$ cat config.mk
export PLATFORM = sky130hd
export DESIGN_NAME = stha_ram
export DESIGN_NICKNAME = d
export VERILOG_FILES = /design/src/design/stha_ram.sv
export SDC_FILE = /design/constraint.sdc
export NUM_CORES = 1
export LEC_CHECK = 0
export ABC_AREA = 1
export BUFFER_PORTS_ARGS = -buffer_cell sky130_fd_sc_hd__buf_4
export CORE_ASPECT_RATIO = 0.75
export CORE_MARGIN = 10
export CORE_UTILIZATION = 55
export DETAILED_ROUTE_END_ITERATION = 10
export PLACE_DENSITY = 0.72
export SYNTH_ARGS = -nofsm -noshare
export SYNTH_HDL_FRONTEND = slang
export SYNTH_SLANG_ARGS = --single-unit
$ cat constraint.sdc
create_clock -name clk -period 1.8 [get_ports clk]
set_clock_uncertainty 0.2 [all_clocks]
set_input_delay 0.36 -clock clk [delete_from_list [all_inputs] [get_ports clk]]
set_output_delay 0.36 -clock clk [all_outputs]
set_load 0.02 [all_outputs]
$ cat src/design/stha_ram.sv
`timescale 1ns / 1ps
// ----------------------------------------------------------------------------
// stha_ram
// Generic simple dual-port RAM with one write port and a registered read.
// ----------------------------------------------------------------------------
module stha_ram #(
  parameter int unsigned WIDTH = 8,
  parameter int unsigned DEPTH = 16
) (
  input  logic                     clk,
  input  logic                     we,
  input  logic [$clog2(DEPTH)-1:0] waddr,
  input  logic [WIDTH-1:0]         wdata,
  input  logic [$clog2(DEPTH)-1:0] raddr,
  output logic [WIDTH-1:0]         rdata
);

  logic [WIDTH-1:0] mem [DEPTH];
  logic [WIDTH-1:0] rdata_r;

  always_ff @(posedge clk) begin
    if (we) begin
      mem[waddr] <= wdata;
    end
    rdata_r <= mem[raddr];
  end

  assign rdata = rdata_r;

endmodule

* After elaboration in Yosys (flattened, before gate mapping)
Memories as Yosys holds them, arrays and structs flattened. A register that Yosys moved wholly into a read port is not among the register bits.
Index checks and enable logic that the tools add are counted.
** Word-level totals
- Memories kept :: 1
- Flip-flop bits (word level) :: 0
- Output and inout bits :: 8
- Bits in writable memories :: 128
- Logic and storage cells :: 3
- Input port bits :: 18
** Cells by class
- Multiplexer cells :: 2
** Memories
- mem :: depth 16, width 8, rd ports 1, clocked after memory_dff 1, write ports 1, line 18 : logic [WIDTH-1:0] mem [DEPTH];
** Operator list (count)
- 2-to-1 mux 1 bit :: 2

* Longest topological paths before layout
- Word-level depth :: 2
- Mapped depth :: 8
- Mapped depth without buffers :: 7

* Worst setup path before layout
OpenSTA, ideal clock, no wires.
- Path kind :: in2reg
- Start :: input waddr[2]
- End :: memory mem[10][0] (enable)
- Cell stages on the path :: 2
- Required time :: 1230 ps
- Data arrival time :: 941 ps
- Setup time :: 370 ps
- Path slack :: 289 ps
- Path through :: nand3b_1 -> nor2_1
** RTL lines
- start, declared :: line 12 : input logic [$clog2(DEPTH)-1:0] waddr,
- end, declared :: line 18
No word-level cell before the write port.

* Final worst setup path
- Start :: register rdata_r[6] (netlist: rdata[6]) (read register of mem)
- End :: output rdata[6]
** RTL lines
- start, declared :: line 19 : logic [WIDTH-1:0] rdata_r;
- end, declared :: line 15 : output logic [WIDTH-1:0] rdata
No word-level cell between the ends.

==> impl_metrics.ini <==
[yosys]
synth_common_cells = nand2_1 (173), edfxtp_1 (128), inv_1 (100)
netlist_top_cells_area = edfxtp_1 (67%), nand2_1 (11%), nand3_1 (8.4%)
syn-num-nets = 569
synthSimpleGateAreaFrac_pct = 21.05
netlist.area_leader.share_pct = 66.65
ys.warnings.count = 0
synth_area_leader_cell = edfxtp_1
ys_seq_area_share_pct = 69.43
synth.area.mux_share_pct = 0
synthXorXnorAreaFrac_pct = 0
synth_compound_area_share_pct = 0
synth_cell_type_count = 12
synthAdderAreaFrac_pct = 0
synth-edff-count = 128
ys_ff_latch = 136
synth_top_family_by_area = simple AND/OR/NAND/NOR gates
syn-cell-area_sq_um = 5767
synthCells = 551
avgSynthCellArea_sq_um = 10.47
ys.flop_type = edfxtp_1
synthArstFlopShare_pct = 0
synth.most_common_cell = nand2_1

[worst_setup_path]
r2r_slack_ns = 0.58
critPathCaptureType = output pin
path_buf_inv = 1
crit_type = flip-flop to output pin
cp_slowest_cell = dfxtp_1
crit_fanout = 1
regToRegEndpoint = rdata[6]
worst-r2r-cell-count = 6
cp.depth = 1
crit_required_ns = 1.24
cpLargestDelayFamily = flip-flops
r2r-start = mem[7][6]
arrival_ns = 0.96
critPathLaunchType = flip-flop
cp_slowest_stage_delay_ns = 0.38
crit_chain = buf_4

[timing]
period_needed_ns = 1.518
hold_viol = 0
setup_viol = 0
fin_setup_tns_ns = 0
worst_hold_slack_ns = 0.08746
slew_headroom_pct = 72.51
tightest_slew_ns = 0.4123
rsz0062_at_grt = no
max_freq_ghz = 0.6587
fin_crit_sh_pct = 84.34
slew_violations = 0

[placed_design]
dpl.hpwl_mm = 8.418
gp_congestion = 0.8647
placedCellCount = 710
io_buffers = 25

[clock_network]
cts-buffers-inserted = 17
clkSinkCount = 136
ctsHoldBuffers = 0
cts_resized = 0
post_cts_buffers = 0
clk_latency_ns = 0.41
htree_levels = 4
cts_tree = done
ctsLongestPathBuffers = 2
clk_pin_slew_worst_paths_ns = 0.06
cts_root_buf = clkbuf_16

[drt]
routed_wl_mm = 14.09
wl_met2_mm = 6.118
wl_met3_mm = 1.624
vias_per_cell = 5.392
topRoutingLayerUsed = met4
vias = 4001
met1_length_mm = 6.093
drc = 0
antenna_left = 0
dr.pass1.iters = 5
wire_per_inst_microns = 18.98
drt-initial-drc-count = 461

[floorplanning]
fp.dieH_microns = 108.7
dieArea_sq_um = 15020
io_pins = 26
row_count = 32
start_util_pct = 56.26
core_sq_um = 10250
dieWidth_microns = 138.2

[global_route]
grt_max_degree = 65
grt_pass1_wl_mm = 21.95
antenna_found_initial = 0
grt_pass1_vias = 3998
grt-ovfl-total = 0
grt_use_total_pct = 19.15

[cells_and_area]
drive_gt1_share_pct = 12.05
fillCellCount = 822
fin_util_pct = 65.77
antenna_cells = 0
fin_cells = 742
syn2layout_area_growth_pct = 16.90
final_nets = 611

[power]
cellPowerDensity_nw_per_um2 = 1102
p_leak_nw = 2.945
ir_drop_v = 0.0007157

[worst_hold_path]
hold_end = mem[10][4]
worstHoldStart = wdata[4]
hp-class = input port to flip-flop
hold_depth = 1

[status]
status = finished clean

[flow_run]
maxCapViolCount = 0
## sequential cells by signal, summed over array words and instances, names as in the netlist
name / count
mem: 128
rdata: 8
## through the flow
stage | power [W] | setup slack (ns) | instance area [sq um]
after floorplan | 0.003899 | 0.2892 | 5767
after global placement | 0.004106 | 0.2005 | 6173
after detailed placement | 0.004119 | 0.2126 | 6173
after CTS | 0.007469 | 0.2665 | 6741
after global routing | 0.007651 | 0.2522 | 6741
final | 0.007430 | 0.2818 | 6741
## power breakdown
part,total [W],internal (W),switching (W),leakage (nW)
Sequential,0.00357,0.00354,0.0000265,1.22
Combinational,0.000496,0.000159,0.000336,1.45
Clock,0.00337,0.00214,0.00123,0.276
## kinds of logic (layout without fill, tap and decap cells)
| family | count (synthesis) | after routing |
|---|---|---|
| simple gates | 289 | 289 |
| flops | 136 | 136 |
| buf+inv | 126 | 181 |
## layout make-up
| cell class | instances | area, sq um | area share [%] |
|---|---|---|---|
| clock buffer | 19 | 432.9 | 6.422 |
| timing repair buffer | 47 | 402.9 | 5.976 |
| multi-input combinational | 289 | 1214 | 18.00 |
| inverter | 102 | 382.9 | 5.679 |
| sequential | 136 | 4004 | 59.39 |
| tap | 136 | 170.2 | 2.524 |
| clock inverter | 13 | 135.1 | 2.004 |
## routing by layer
layer	track usage, %	up-vias
li1	-	1853
met1	26.47	1864
met2	27.92	259
met3	6.125	25
met4	6.832	0
met5	0	-
## cell usage in the layout, fill, tap and decap left out
| cell type | synthesis | layout |
|---|---|---|
| clkbuf_1 | 0 | 2 |
| clkinv_2 | 0 | 3 |
| buf_4 | 4 | 43 |
| edfxtp_1 | 128 | 128 |
| nor2_1 | 17 | 17 |
| inv_2 | 2 | 2 |
| clkinvlp_4 | 0 | 1 |
| dfxtp_1 | 8 | 8 |
| bufinv_16 | 0 | 3 |
| inv_1 | 100 | 100 |
| buf_12 | 0 | 4 |
| nand3b_1 | 2 | 2 |
| clkinv_1 | 0 | 6 |
| nand2_1 | 173 | 173 |
| nand3_1 | 97 | 97 |
| clkbuf_16 | 0 | 17 |
## worst max path at each step
stage	endpoint	slack (ns)	start
CTS	rdata[6]	0.27	rdata[6]
floorplan	mem[10][0]	0.29	waddr[2]
detailed placement	rdata[1]	0.21	raddr[0]
global placement	rdata[1]	0.20	raddr[0]
global route	rdata[6]	0.25	rdata[6]
finish	rdata[6]	0.28	rdata[6]
(Power assumes the default switching activity.)
