==> src/design/stha_pkg.sv <==
`timescale 1ns / 1ps
// ----------------------------------------------------------------------------
// stha_pkg
// Types and constants shared by the slot table heap allocator modules.
// ----------------------------------------------------------------------------
package stha_pkg;

  localparam int unsigned REQ_W  = 19;
  localparam int unsigned ADDR_W = 19;
  localparam int unsigned SZ_W   = 20;
  localparam int unsigned SUM_W  = 22;

  localparam logic [1:0] OP_ALLOC   = 2'd0;
  localparam logic [1:0] OP_FREE    = 2'd1;
  localparam logic [1:0] OP_REALLOC = 2'd2;

  typedef enum logic [2:0] {
    ST_CLEAR,
    ST_IDLE,
    ST_TAKE,
    ST_PRIME,
    ST_RELEASE
  } state_t;

  typedef struct packed {
    logic            used;
    logic [SZ_W-1:0] addr;
    logic [SZ_W-1:0] size;
  } slot_t;

  typedef struct packed {
    logic             hit;
    logic             overflow;
    logic [SUM_W-1:0] base_nxt;
  } eval_t;

  localparam int unsigned SLOT_W = $bits(slot_t);

endpackage

==> src/design/stha_slot_eval.sv <==
`timescale 1ns / 1ps
// ----------------------------------------------------------------------------
// stha_slot_eval
// Shared slot unit: heap bound check, fit or address match, running base.
// ----------------------------------------------------------------------------
module stha_slot_eval (
  input  logic                        take_mode,
  input  logic [stha_pkg::SZ_W-1:0]   req_size,
  input  logic [stha_pkg::ADDR_W-1:0] block_address,
  input  logic [stha_pkg::SUM_W-1:0]  base,
  input  logic [stha_pkg::SUM_W-1:0]  heap_limit,
  input  stha_pkg::slot_t             slot,
  output stha_pkg::eval_t             result
);
  import stha_pkg::*;

  logic [SUM_W-1:0] end_addr;
  logic             fits;
  logic             matches_addr;

  always_comb begin
    end_addr     = base + SUM_W'(req_size);
    fits         = !slot.used && ((slot.size == '0) || (slot.size > req_size));
    matches_addr = slot.used && (slot.addr == {1'b0, block_address});
    result.overflow = take_mode && (end_addr > heap_limit);
    result.hit      = take_mode ? fits : matches_addr;
    result.base_nxt = base + SUM_W'(slot.size);
  end

endmodule

==> config.mk <==
export PLATFORM = sky130hd
export DESIGN_NAME = stha_slot_eval
export DESIGN_NICKNAME = d
export VERILOG_FILES = /design/src/design/stha_pkg.sv /design/src/design/stha_slot_eval.sv
export SDC_FILE = /design/constraint.sdc
export NUM_CORES = 1
export LEC_CHECK = 0
export ABC_CLOCK_PERIOD_IN_PS = 4000
export BUFFER_PORTS_ARGS = -buffer_cell sky130_fd_sc_hd__buf_2
export CAP_MARGIN = 0
export CELL_PAD_IN_SITES_DETAIL_PLACEMENT = 0
export CELL_PAD_IN_SITES_GLOBAL_PLACEMENT = 2
export CORE_UTILIZATION = 23
export DETAILED_ROUTE_END_ITERATION = 8
export PLACE_DENSITY_LB_ADDON = 0.1
export RECOVER_POWER = 25
export REMOVE_ABC_BUFFERS = 1
export SYNTH_ARGS = -nofsm -noshare
export SYNTH_HDL_FRONTEND = slang
export SYNTH_SLANG_ARGS = --single-unit
==> constraint.sdc <==
create_clock -name vclk -period 4
set_input_delay 0.6 -clock vclk [all_inputs]
set_output_delay 0.6 -clock vclk [all_outputs]
set_load 0.005 [all_outputs]
* Yosys cells after proc, flatten, opt, wreduce, memory -nomap -nowiden *
Index checks and enable logic that the tools add are counted.

operators by class
  add/sub/neg operators = 2
  magnitude comparators = 2
  equal/unequal tests = 1
  multiplexer cells = 1
  reduce and logical (&&, ||, !) cells = 6

operators by type and width
  kind                 number
  $add A22 B20 Y22     2
  $gt A22 B22 Y1       1
  $eq A20 B19 Y1       1
  $gt A20 B20 Y1       1
  $logic_not A20 Y1    1
  $logic_and A1 B1 Y1  3
  $logic_not A1 Y1     1
  $logic_or A1 B1 Y1   1
  $mux W1              1

storage, ports and cells
  bits in registers = 0
  input bits = 125
  output and inout port bits = 24
  word-level logic and storage cells = 12

* Longest topological paths before layout *
  depth after elaboration = 4
  depth in mapped cells = 16

* Worst setup path after synthesis *
OpenSTA, ideal clock, no wires.

  path type = input to output
  start point = in req_size[9] (netlist bit)
  end point = out result[22] (netlist bit)
  data arrival time = 3.226 ns
  required time = 3.400 ns
  path slack = 0.174 ns
  cell stages on the path = 15
  buffers on the path = 0
  cells stage by stage = ha_1 -> a21oi_2 -> nand2_1 -> a211o_1 -> o21a_2 -> a41oi_4 -> nand2_1 -> xnor2_1 -> ha_1 -> a21o_1 -> a21o_1 -> a21oi_1 -> nor2b_1 -> o2111ai_1 -> a31oi_1

RTL lines
  element             line                  RTL
  start: declaration  stha_slot_eval.sv:8   input logic [stha_pkg::SZ_W-1:0] req_size,
  end: declaration    stha_slot_eval.sv:13  output stha_pkg::eval_t result

==> qor.yml <==
status: "finished, final reports clean"
wire_per_inst_um: 14.1
vias_per_cell: 4.72
firstDrtPassIters: 4
p_leak_nw: 2.58
yosys_warnings: 0
gp_congestion: 0.888
setup_violations: 0
synth_compound_gate_area_share: 0.279
yosysMostFrequentCell: "ha_1"
antenna_found_initial: 1
relSlewSlack: 0.731
worst-path-max-fanout: 3
post-dp-hpwl_mm: 10.7
required_ps: 3400
seq_cell_count: 0
worst_ep_arrival_time_ps: 3350
min_period_ps: 3950
fp-row-count: 43
start_util: 0.239
endpoint_kind: "primary output"
syn_area_per_cell_um2: 7.28
synth.top_cell.area_share: 0.304
slowest_delay_ps: 310
critical_path_class: "input port to primary output"
muxShareOfSynthArea: 0
die_h_um: 123
timing.final.ws_setup_ps: 46.9
cap_violations: 0
clkbuf_count: 0
final_nets: 874
grt_max_degree: 8
yosys-top-cells-count: "ha_1, inv_1, a21oi_1"
synth_simple_gate_area_share: 0.192
hold_viol: 0
critPathLaunchType: "input port"
core_mm2: 0.0141
port_buffers: 149
yosysTopAreaCell: "ha_1"
utilization: 0.351
drt_iter0_markers: 82
synth_top_family_by_area: "adder cells"
drc: 0
synth_xor_area_frac: 0.143
post_route_cells_drive_above_1_share: 0.360
max_slew.worst_pin.slew_ps: 401
path_cells: "buf_2 -> ha_4 -> buf_4 -> o21ai_0 -> a21oi_2 -> o21ai_2 -> buf_4 -> o21a_1 -> o31ai_1 -> a21oi_1 -> xnor2_1 -> ha_1 -> nand4_1 -> nor2_2 -> o21ai_2 -> a31oi_1 -> buf_2"
ir_drop_uv: 54.8
rsz0062_at_grt: "true"
synth_area_leaders: "ha_1, xnor2_1, xor2_1"
syn_area_mm2: 0.00337
track_usage: 0.153
dp_slack_ps: -370
grt_first_pass_wirelength_mm: 18.8
yosysUniqueCellTypes: 49
synth_adder_area_share: 0.316
dieWidth_um: 123
p_per_area_mw_per_mm2: 156
drt.antenna.violating_nets: 0
synthCells: 463
placed_cell_area_mm2: 0.00471
synth-seq-area-share: 0
dr_total_vias: 3981
maxSlewViolCount: 0
crit_slowest_cell: "o31ai_1"
routed_wl_mm: 11.9
total_power_mw: 0.771
hold_path_class: "input port to primary output"
area_delta_synth_final_pct: 46.8
design_area_mm2: 0.00495
die-area_mm2: 0.0151
ios: 149
grt_pass1_vias: 4030
grt_overflow: 0
period_share: 0.988
seq_area_um2: 0
max_freq_ghz: 0.253
==> repair_timing <==
action                                  in CTS  in global routing
pin swaps                                   18                 34
cloned                                       0                  0
setup buffers                                0                  2
endpoints found under the setup margin       1                  1
hold buffers                                 0                  0
resized for setup                           18                 26
==> critical path: cells and delay by family <==
kind / cells / cell delay, ps
simple gates: 2 / 280
xor+xnor: 1 / 160
compound gates: 8 / 1220
buf+inv: 4 / 510
fa+ha+maj: 2 / 580
==> area by class of cell <==
type,count,area [µm²]
inverters,54,203
diodes,1,2.50
multi-input cells,405,3340
well taps,180,225
fillers,1580,9150
repair buffers,204,1180
==> cell families after synthesis <==
| kind of cell | Yosys count |
|---|---|
| simple gates | 126 |
| compound gates | 140 |
| xor+xnor | 55 |
| fa+ha+maj | 84 |
| buf+inv | 58 |
==> placed cells by master (no fill, tap or decap), drive strengths merged, types with 2 or more instances in the layout <==
cell type,n
nor2b,7
nand4,16
o2111ai,3
a21o,24
o21ai,21
o31ai,6
nand2b,3
buf,201
and3,3
nor2,27
a21oi,41
nand4b,2
and2b,3
a211o,3
or2,3
a211oi,10
o21bai,2
or3,4
xor2,25
o21a,10
o211ai,8
fa,2
nand3,13
ha,82
inv,54
xnor2,30
nor3,6
a31oi,6
nand2,25
clkbuf,3
nor4,11
==> routing by layer <==
metal | track usage | routed length, µm
met5 | 0 | 0
met4 | 0.0166 | 108
met3 | 0.00415 | 482
met2 | 0.276 | 5550
met1 | 0.208 | 5800
==> power breakdown <==
| part | switching (mW) | leakage, nW | internal (mW) | total (mW) |
|---|---|---|---|---|
| Combinational | 0.382 | 2.58 | 0.389 | 0.771 |
| Sequential | 0 | 0 | 0 | 0 |
| Clock | 0 | 0.00000634 | 0.0000000334 | 0.0000000334 |
| Total | 0.382 | 2.58 | 0.389 | 0.771 |
==> final timing paths <==
check / startpoint / to / slack (ps) / depth (start not counted)
max: base[6] / result[22] / 50 / 17
min: base[21] / result[21] / 1490 / 3
==> through the flow <==
stage	hold slack (ps)	std cells	TNS, ps
finish	1490	844	0
global route	1520	844	-144
CTS	1500	841	-83.1
detailed placement	1500	841	-370
global placement	1480	841	-315
floorplan	1260	459	0
(Power assumes the default switching activity.)
